`config.mk`:
```
export PLATFORM = sky130hd
export DESIGN_NAME = sorted_list_insert_find_remove
export DESIGN_NICKNAME = d
export VERILOG_FILES = /design/src/rtl/core/slifr_pkg.sv /design/src/rtl/core/slifr_cell.sv /design/src/rtl/core/sorted_list_insert_find_remove.sv
export SDC_FILE = /design/constraint.sdc
export NUM_CORES = 2
export LEC_CHECK = 0
export BUFFER_PORTS_ARGS = -buffer_cell sky130_fd_sc_hd__buf_4
export CAP_MARGIN = 10
export CORE_MARGIN = 2
export CORE_UTILIZATION = 25
export CTS_BUF_LIST = sky130_fd_sc_hd__clkbuf_4 sky130_fd_sc_hd__clkbuf_8
export DETAILED_ROUTE_END_ITERATION = 16
export SETUP_SLACK_MARGIN = 0.5
export SYNTH_ARGS = -nofsm -noshare
export SYNTH_HDL_FRONTEND = slang
export SYNTH_SLANG_ARGS = --single-unit
```
`constraint.sdc`:
```
create_clock -name i_clk -period 13.2 [get_ports i_clk]
set_input_delay 1.32 -clock i_clk [delete_from_list [all_inputs] [get_ports i_clk]]
set_output_delay 1.32 -clock i_clk [all_outputs]
set_load 0.01 [all_outputs]
```
`src/rtl/core/slifr_pkg.sv`:
```
// Shared types and codes for the sorted list insert/find/remove block.
`timescale 1ns / 1ps

package slifr_pkg;

    // Widths of the item fields
    localparam int unsigned ActionW = 2;
    localparam int unsigned ValueW  = 32;
    localparam int unsigned StatusW = 2;
    localparam int unsigned PosW    = 4;
    localparam int unsigned CountW  = 5;

    // Action codes
    localparam logic [ActionW-1:0] ACT_INSERT = 2'd0;
    localparam logic [ActionW-1:0] ACT_FIND   = 2'd1;
    localparam logic [ActionW-1:0] ACT_REMOVE = 2'd2;

    // Status codes
    localparam logic [StatusW-1:0] ST_OK      = 2'd0;
    localparam logic [StatusW-1:0] ST_FULL    = 2'd1;
    localparam logic [StatusW-1:0] ST_MISSING = 2'd2;

    typedef logic signed [ValueW-1:0] t_value;

    // Command broadcast to every cell
    typedef struct packed {
        logic   shift_in;   // insert: make room at the boundary, load key there
        logic   shift_out;  // remove: close the gap from the boundary up
        t_value key;
    } t_cmd;

    // Per-cell compare flags
    typedef struct packed {
        logic lt;   // occupied and entry < key
        logic hit;  // first occupied entry equal to key
    } t_flags;

endpackage

```
`src/rtl/core/slifr_cell.sv`:
```
// One cell of the sorted chain: holds one entry, compares it and shifts.
`timescale 1ns / 1ps

module slifr_cell (
    input  logic              i_clk,
    input  logic              i_occ,        // cell lies below the count
    input  slifr_pkg::t_cmd   i_cmd,
    input  logic              i_left_lt,    // lt of lower neighbor, 1 for cell 0
    input  slifr_pkg::t_value i_left_entry,
    input  slifr_pkg::t_value i_right_entry,
    output slifr_pkg::t_value o_entry,
    output slifr_pkg::t_value o_next,
    output slifr_pkg::t_flags o_flags
);

    slifr_pkg::t_value r_entry;
    slifr_pkg::t_value n_entry;
    logic              w_lt;
    logic              w_bound;

    // Compare against the key; entries below the boundary are smaller
    assign w_lt    = i_occ && (r_entry < i_cmd.key);
    assign w_bound = !w_lt && i_left_lt;

    assign o_flags.lt  = w_lt;
    assign o_flags.hit = i_occ && w_bound && (r_entry == i_cmd.key);

    // Shift right on insert, left on remove, from the boundary up
    always_comb begin
        n_entry = r_entry;
        if (i_cmd.shift_in && !w_lt) begin
            n_entry = w_bound ? i_cmd.key : i_left_entry;
        end else if (i_cmd.shift_out && !w_lt) begin
            n_entry = i_right_entry;
        end
    end

    always_ff @(posedge i_clk) begin
        r_entry <= n_entry;
    end

    assign o_entry = r_entry;
    assign o_next  = n_entry;

endmodule

```
`src/rtl/core/sorted_list_insert_find_remove.sv`:
```
// Top level: sorted store of signed values as a chain of compare/shift cells.
// A result is registered and appears in the cycle after its item is accepted.
// Throughput: one item per cycle while the output is taken; the whole chain compares against the key in
// parallel and shifts in the same cycle, so no item waits on another.
// An item is accepted whenever the output register is empty or being taken.
// Reset (synchronous, active low) empties the store; entries are not cleared.
`timescale 1ns / 1ps

module sorted_list_insert_find_remove #(
    parameter int unsigned CAPACITY = 16
) (
    input  logic        i_clk,
    input  logic        i_rst_n,
    input  logic        i_s_tvalid,
    output logic        o_s_tready,
    input  logic [39:0] i_s_tdata,   // [1:0] action, [33:2] value, rest zero
    output logic        o_m_tvalid,
    input  logic        i_m_tready,
    output logic [47:0] o_m_tdata    // [1:0] status, [5:2] position,
                                     // [10:6] entry_count, [42:11] smallest
);

    localparam int unsigned IW = (CAPACITY > 1) ? $clog2(CAPACITY) : 1;
    localparam int unsigned CW = $clog2(CAPACITY + 1);
    localparam logic [CW-1:0] CapCount = CW'(CAPACITY);

    logic [slifr_pkg::ActionW-1:0] w_action;
    slifr_pkg::t_value             w_key;
    logic                          w_accept;
    logic                          w_full;
    logic                          w_found;
    logic [IW-1:0]                 w_pos;
    slifr_pkg::t_cmd               w_cmd;

    slifr_pkg::t_value w_entry [CAPACITY];
    slifr_pkg::t_value w_next  [CAPACITY];
    logic [CAPACITY-1:0] w_lt;
    logic [CAPACITY-1:0] w_hit;

    logic [CW-1:0] r_count;
    logic [CW-1:0] n_count;
    logic          r_out_valid;

    logic [slifr_pkg::StatusW-1:0] r_status,   n_status;
    logic [slifr_pkg::PosW-1:0]    r_position, n_position;
    logic [slifr_pkg::CountW-1:0]  r_ecount;
    slifr_pkg::t_value             r_smallest, n_smallest;

    assign w_action = i_s_tdata[1:0];
    assign w_key    = i_s_tdata[33:2];

    // Handshake: output register parts the two sides
    assign o_s_tready = !r_out_valid || i_m_tready;
    assign w_accept   = i_s_tvalid && o_s_tready;
    assign w_full     = (r_count >= CapCount);

    // Command to the chain
    assign w_cmd.key       = w_key;
    assign w_cmd.shift_in  = w_accept && (w_action == slifr_pkg::ACT_INSERT) && !w_full;
    assign w_cmd.shift_out = w_accept && (w_action == slifr_pkg::ACT_REMOVE) && w_found;

    // Chain of cells
    for (genvar g = 0; g < CAPACITY; g++) begin : g_cell
        slifr_pkg::t_flags w_flags;

        slifr_cell u_cell (
            .i_clk         (i_clk),
            .i_occ         (IW'(g) < r_count[IW-1:0] || r_count == CapCount),
            .i_cmd         (w_cmd),
            .i_left_lt     ((g == 0) ? 1'b1 : w_lt[(g == 0) ? 0 : g - 1]),
            .i_left_entry  ((g == 0) ? w_key : w_entry[(g == 0) ? 0 : g - 1]),
            .i_right_entry ((g == CAPACITY - 1) ? w_entry[g]
                                                : w_entry[(g == CAPACITY - 1) ? g : g + 1]),
            .o_entry       (w_entry[g]),
            .o_next        (w_next[g]),
            .o_flags       (w_flags)
        );

        assign w_lt[g]  = w_flags.lt;
        assign w_hit[g] = w_flags.hit;
    end

    // Found flag and position of the one-hot hit
    always_comb begin
        w_pos = '0;
        for (int unsigned k = 0; k < CAPACITY; k++) begin
            if (w_hit[k]) begin
                w_pos = w_pos | IW'(k);
            end
        end
    end
    assign w_found = |w_hit;

    // Count update
    always_comb begin
        n_count = r_count;
        if (w_cmd.shift_in) begin
            n_count = r_count + CW'(1);
        end else if (w_cmd.shift_out) begin
            n_count = r_count - CW'(1);
        end
    end

    // Result fields
    always_comb begin
        n_status   = slifr_pkg::ST_OK;
        n_position = '0;
        case (w_action) inside
            slifr_pkg::ACT_INSERT: begin
                if (w_full) begin
                    n_status = slifr_pkg::ST_FULL;
                end
            end
            slifr_pkg::ACT_FIND, slifr_pkg::ACT_REMOVE: begin
                if (w_found) begin
                    n_position = slifr_pkg::PosW'(w_pos);
                end else begin
                    n_status = slifr_pkg::ST_MISSING;
                end
            end
            default: begin
                n_status = slifr_pkg::ST_OK;
            end
        endcase
        n_smallest = (n_count != '0) ? w_next[0] : '0;
    end

    // Control registers
    always_ff @(posedge i_clk) begin
        if (!i_rst_n) begin
            r_count     <= '0;
            r_out_valid <= 1'b0;
        end else begin
            r_count <= n_count;
            if (w_accept) begin
                r_out_valid <= 1'b1;
            end else if (i_m_tready) begin
                r_out_valid <= 1'b0;
            end
        end
    end

    // Output payload
    always_ff @(posedge i_clk) begin
        if (w_accept) begin
            r_status   <= n_status;
            r_position <= n_position;
            r_ecount   <= slifr_pkg::CountW'(n_count);
            r_smallest <= n_smallest;
        end
    end

    assign o_m_tvalid = r_out_valid;
    assign o_m_tdata  = {5'd0, r_smallest, r_ecount, r_position, r_status};

    // Checks
    a_count_bound: assert property (@(posedge i_clk) disable iff (!i_rst_n)
        r_count <= CapCount)
        else $error("count above capacity");

    a_hit_onehot: assert property (@(posedge i_clk) disable iff (!i_rst_n)
        $onehot0(w_hit))
        else $error("more than one first-match cell");

    a_full_hold: assert property (@(posedge i_clk) disable iff (!i_rst_n)
        (w_accept && w_action == slifr_pkg::ACT_INSERT && w_full) |=> $stable(r_count))
        else $error("dropped insert changed the count");

    a_full_count: assert property (@(posedge i_clk) disable iff (!i_rst_n)
        (r_out_valid && r_status == slifr_pkg::ST_FULL)
            |-> (r_ecount == slifr_pkg::CountW'(CAPACITY)))
        else $error("full status without a full count");

    a_shift_excl: assert property (@(posedge i_clk) disable iff (!i_rst_n)
        !(w_cmd.shift_in && w_cmd.shift_out))
        else $error("insert and remove shift together");

endmodule
```
After elaboration in Yosys (flattened, before gate mapping)

Cells that the tools add are included.

Add/subtract/negate cells: 2
Multipliers: 0
Divide/modulo/power cells: 0
$lt $le $gt $ge: 33
Equal/unequal tests: 19
Shift-type cells: 0
Multiplexer cells: 68
Bitwise operators: 2
Reduce and logical (&&, ||, !) cells: 154

Operator list:

| cell                                                                 | count |
|---|---|
| 32-bit 2-to-1 mux                                                    | 45 |
| 32-bit == test                                                       | 16 |
| 32-bit < comparator                                                  | 16 |
| 1-bit logical AND                                                    | 99 |
| 4-bit < comparator (first input constant)                            | 8 |
| 4-bit 2-to-1 mux                                                     | 8 |
| 2-bit nonzero test                                                   | 15 |
| 1-bit logical NOT                                                    | 18 |
| 1-bit logical OR                                                     | 17 |
| 3-bit by 4-bit < comparator with 1-bit output (first input constant) | 4 |
| 16-bit OR reduction                                                  | 1 |
| 3-bit 2-to-1 mux                                                     | 4 |
| 2-bit 2-to-1 mux                                                     | 5 |
| 5-bit 2-to-1 mux                                                     | 2 |
| 1-bit by 4-bit < comparator with 1-bit output (first input constant) | 2 |
| 2-bit by 4-bit < comparator with 1-bit output (first input constant) | 2 |
| 5-bit by 1-bit adder with 5-bit output (second input constant)       | 1 |
| 5-bit == test (second input constant)                                | 1 |
| 5-bit >= comparator (second input constant)                          | 1 |
| 5-bit nonzero test                                                   | 1 |
| 5-bit by 1-bit subtractor with 5-bit output (second input constant)  | 1 |
| 1-bit 2-to-1 mux                                                     | 4 |
| 3-bit OR reduction                                                   | 1 |
| 2-bit by 1-bit == test with 1-bit output (second input constant)     | 1 |
| 4 further kinds                                                      | 5 |

Register bits: 561
Bits in latches: 0
RAM bits: 0
Memory bits (read-only): 0
Input bits: 44
Output and inout bits: 50
Word-level logic and storage cells: 300
Memories: 0

Longest topological paths before layout

Depth in word-level cells: 22
Gate-level depth with buffers: 18
Gate-level depth less buffers: 14

Hierarchy

A second synthesis with hierarchy kept.

Cell total of the unflattened synthesis: 5085
Area, all modules: 46407.0 um^2

Modules (own cells, without submodules):

| module                         | instances | cells an instance | area an instance (um^2) | seq. area each (um^2) |
|---|---|---|---|---|
| slifr_cell                     | 16        | 303               | 2727.6                  | 640.6 |
| sorted_list_insert_find_remove | 1         | 237               | 2765.2                  | 1411.4 |

Least setup slack after synthesis

No wires, ideal clock.

Kind: input -> register
From: input port i_s_tdata[25]
To: register g_cell[12].u_cell.r_entry[0], enable pin
Arrival: 6.802 ns
Data required time: 12.739 ns
Path slack: 5.937 ns
Cell stages on the path: 14
Cell sequence: inv_1 > ha_1 > a21oi_1 > o21ai_1 > a221oi_1 > or4b_1 > mux2_1 > or3_1 > or2_1 > nand3_1 > and4bb_4 > nor2_1 > nor2_1 > nor3_1

Word-level cells in the longest chain between the ends: 10

RTL lines:

| what                                    | RTL line                                             | source |
|---|---|---|
| from (decl)                             | sorted_list_insert_find_remove.sv:16                 | `input logic [39:0] i_s_tdata,` |
| 32-bit < comparator                     | slifr_cell.sv:22                                     | `assign w_lt = i_occ && (r_entry < i_cmd.key);` |
| 1-bit logical AND                       | slifr_cell.sv:22                                     |  |
| 1-bit logical NOT (on tied branches)    | slifr_cell.sv:23, slifr_cell.sv:31, slifr_cell.sv:33 |  |
| 1-bit logical AND                       | slifr_cell.sv:23                                     | `assign w_bound = !w_lt && i_left_lt;` |
| 1-bit logical AND (2 in a row)          | slifr_cell.sv:26                                     | `assign o_flags.hit = i_occ && w_bound && (r_entry == i_cmd.key);` |
| 16-bit OR reduction                     | sorted_list_insert_find_remove.sv:92                 | `assign w_found = \|w_hit;` |
| 1-bit logical AND                       | sorted_list_insert_find_remove.sv:60                 | `assign w_cmd.shift_out = w_accept && (w_action == slifr_pkg::ACT_REMOVE) && w_found;` |
| 1-bit logical AND                       | slifr_cell.sv:33                                     | `end else if (i_cmd.shift_out && !w_lt) begin` |
| 2-bit nonzero test (no source line) (*) | --                                                   |  |
| to (signal assigned)                    | slifr_cell.sv:39                                     | `r_entry <= n_entry;` |
| to (decl)                               | slifr_cell.sv:16                                     | `slifr_pkg::t_value r_entry;` |

Mark *: on every way between the ends. The rest lies on a longest branch, timed or not.
A chain may end at the register's enable or synchronous reset.

Final worst setup path

From: input port i_s_tdata[33]
To: register g_cell[7].u_cell.r_entry[7], enable pin

Word-level cells in the longest chain between the ends: 10

RTL lines:

| what                                    | RTL line |
|---|---|
| 32-bit < comparator                     | slifr_cell.sv:22 |
| 1-bit logical AND                       | slifr_cell.sv:22 |
| 1-bit logical NOT (on tied branches)    | slifr_cell.sv:23, slifr_cell.sv:31, slifr_cell.sv:33 |
| 1-bit logical AND                       | slifr_cell.sv:23 |
| 1-bit logical AND (2 in a row)          | slifr_cell.sv:26 |
| 16-bit OR reduction                     | sorted_list_insert_find_remove.sv:92 |
| 1-bit logical AND                       | sorted_list_insert_find_remove.sv:60 |
| 1-bit logical AND                       | slifr_cell.sv:33 |
| 2-bit nonzero test (no source line) (*) | -- |
| to (signal assigned)                    | slifr_cell.sv:39 |
| to (decl)                               | slifr_cell.sv:16 |

Marks and branches as above.

==> qor.yml <==
die:
  core_area_mm2: 0.158
  ioPinCount: 94
  initial_core_util_pct: 25.2
  die_x_um: 404
  die_h_um: 404
  fp-row-count: 146
  dieArea_mm2: 0.163
synth:
  synth_top_family_by_area: "compound AO/OA/AOI/OAI gates"
  synthTopCellsByArea: "edfxtp_1, ha_1, a21oi_1"
  async_flop_share_pct: 0
  syn_avg_cell_area_um2: 9.72
  synth_cell_types: 90
  synth.area.mux_share_pct: 9.12
  ys_ff_latch: 561
  ys_warn_count: 0
  synth_simple_gate_area_share_pct: 13.6
  seq_area_frac_synth_pct: 41.3
  synth-edff-count: 523
  synth_compound_area_share_pct: 16.5
  netlist.top_cell.by_area: "edfxtp_1"
  synth_top_area_share_pct: 39.4
  synth_cells: 4106
  synth_fa_ha_area_share_pct: 16.2
  synth.cell_area_mm2: 0.0399
  synthXorXnorAreaFrac_pct: 0.241
  ys.flop_type: "edfxtp_1"
timing:
  fmax_mhz: 138
  slew_headroom_pct: 18.9
  finalHoldViolCount: 0
  final-setup-viol-count: 0
  setup_ws_ns: 5.94
  worstMarginPinSlew_ns: 1.21
  rsz0062_at_grt: "false"
  finalSetupTns_ns: 0
  slew_violations: 0
  holdWs_ns: 0.576
  post-route-min-period_ns: 7.26
  finClkSkew_ns: 0.0358
  period_share_pct: 55.0
drt:
  antenna_left: 0
  drc: 0
  wl_per_cell_um: 19.3
  wl_um: 122000
  drt_iter0_drc: 2658
  dr.pass1.iters: 5
  vias_per_cell: 5.12
  vias: 32300
setup_path:
  cp.required_ns: 13.61
  worstPathArrival_ns: 7.67
  path_common_cell: "buf_4"
  path_cells: "buf_4 > inv_1 > buf_4 > ha_1 > nand4_1 > or3_1 > nor4_2 > o31a_1 > a2111oi_1 > nor2_4 > buf_4 > nand3b_1 > o2111ai_1 > and4bb_4 > nor2_1 > nor2_2 > buf_4 > nor2_2 > buf_4"
  cp-end-kind: "flip-flop"
  critical_path.max_stage_delay_ns: 0.74
  cp_slowest_cell: "nor2_2"
  path_max_fanout: 35
  critPathKind: "in2reg"
  timing.rr.end: "g_cell[7].u_cell.o_entry[7]"
  r2r_start: "g_cell[6].u_cell.o_entry[31]"
  r2r_cells: 16
  crit_path_start_kind: "input port"
  rrSetupSlack_ns: 6.78
  crit_start: "i_s_tdata[33]"
layout:
  layout_common_cells: "a21oi_1, nor2_1, edfxtp_1"
  final_common_cell: "a21oi_1"
  final_nets: 4713
  instances_no_fill: 6310
  stdcell_area_mm2: 0.0453
  layout-drive-gt1-share_pct: 10.4
  syn_to_final_growth_pct: 13.5
clocking:
  cts_tree: "yes"
  clock_latency_ns: 0.74
  post-cts-setup-buffers: 0
  hold_buffers: 0
  cts_resized: 0
  clock-root-buffer: "clkbuf_8"
  path_clk_slew_ns: 0.07
  clock_sinks: 561
  htree_num_levels: 3
  numCtsBuffers: 99
  clk_path_buf_depth: 3
place:
  place_area_mm2: 0.0431
  dp_hpwl_um: 93600
  placed_cells: 6120
  portBuffers: 82
  gp_congestion: 0.880
  dp_worst_setup_slack_ns: 5.26
worst_hold_path:
  min_path_cells: 2
  min_path_type: "reg2reg"
  min_from: "g_cell[12].u_cell.o_entry[23]"
  min_to: "g_cell[11].u_cell.o_entry[23]"
power:
  power_per_cell_area_mw_per_mm2: 111
  ir_drop_mv: 0.0688
  power.leakage_nw: 17.2
grt:
  grt_overflow: 0
  grt_pass1_wl_um: 187000
  grt_pass1_vias: 31400
  antenna_found_initial: 6
  grt_use_total_pct: 14.5
  grt_max_degree: 97
outcome:
  status: "completed"
job:
  maxCapViolations: 0
## synthesized netlist by cell type, drive strengths merged (4+ instances only)
library cell,n
edfxtp,523
o31ai,5
inv,87
dfxtp,38
and3,4
mux2,36
mux2i,323
or4,9
o2111ai,8
a31oi,5
a21o,38
and2,20
a221oi,20
buf,30
nand2,287
or3,13
or2,4
nand4,107
nand3,62
nor4,31
nor3b,4
a221o,10
o21ai,239
a21oi,675
nand2b,13
nor3,46
xnor2,10
and4,21
o21a,8
a211oi,51
o32a,4
o31a,9
clkbuf,190
nor2,546
a21boi,16
ha,516
o211ai,20
nor2b,21
## logic make-up after synthesis
family | count (synthesis)
muxes | 359
buffers and inverters | 307
AOI/OAI and AO/OA | 1150
DFF | 561
and+or+nand+nor | 1201
other | 1
adders and majority gates | 516
xor gates and xnor gates | 11
## routing by layer
layer / up-vias / routed length (µm) / part of all wire (%) / global-route usage, %
li1: 15600 / - / - / -
met2: 840 / 53400 / 44 / 22.4
met1: 15700 / 57700 / 47 / 20.7
met4: 2 / 3110 / 2.6 / 4.26
met5: - / 13 / 0.011 / 0
met3: 165 / 7310 / 6.0 / 2.33
## worst max-delay path: cells and delay by family
kind            cells  cell delay (ns)
simple gates        9             3.38
compound gates      3             0.61
buf+inv             6             1.76
fa+ha+maj           1             0.52
## worst max path at each step
| stage | to | depth (start not counted) |
|---|---|---|
| floorplan | g_cell[12].u_cell.o_entry[0] | 14 |
| global placement | g_cell[7].u_cell.o_entry[6] | 19 |
| detailed placement | g_cell[7].u_cell.o_entry[7] | 19 |
| CTS | g_cell[7].u_cell.o_entry[7] | 19 |
| global route | g_cell[7].u_cell.o_entry[6] | 19 |
| finish | g_cell[7].u_cell.o_entry[7] | 19 |
## cell type report
| type | count | area [µm²] |
|---|---|---|
| fillers | 16400 | 113000 |
| multi-input cells | 3242 | 22500 |
| flip-flops and latches | 561 | 16500 |
| well taps | 2072 | 2590 |
| clock buffers | 152 | 1840 |
| repair buffers | 162 | 1270 |
| inverters | 87 | 327 |
| clock inverters | 31 | 262 |
| diodes | 3 | 7.51 |
## stage by stage
stage	power (mW)	utilization, %
after floorplan	2.92	-
after global placement	3.24	27.2
after detailed placement	3.27	27.2
after CTS	5.03	28.5
after global routing	5.25	28.6
final	5.01	28.6
## flip-flops by register name, summed over array words and instances (netlist names)
| register | count |
|---|---|
| g_cell.u_cell.o_entry | 512 |
| o_m_tvalid | 1 |
| r_count | 5 |
| r_ecount | 5 |
| r_position | 4 |
| r_smallest | 32 |
| r_status | 2 |
## power by group
part | switching (mW) | total, mW | internal (mW)
sequential | 0.0955 | 2.20 | 2.10
combinational | 0.647 | 1.04 | 0.397
clock | 0.798 | 1.76 | 0.964
(Power assumes the default switching activity.)
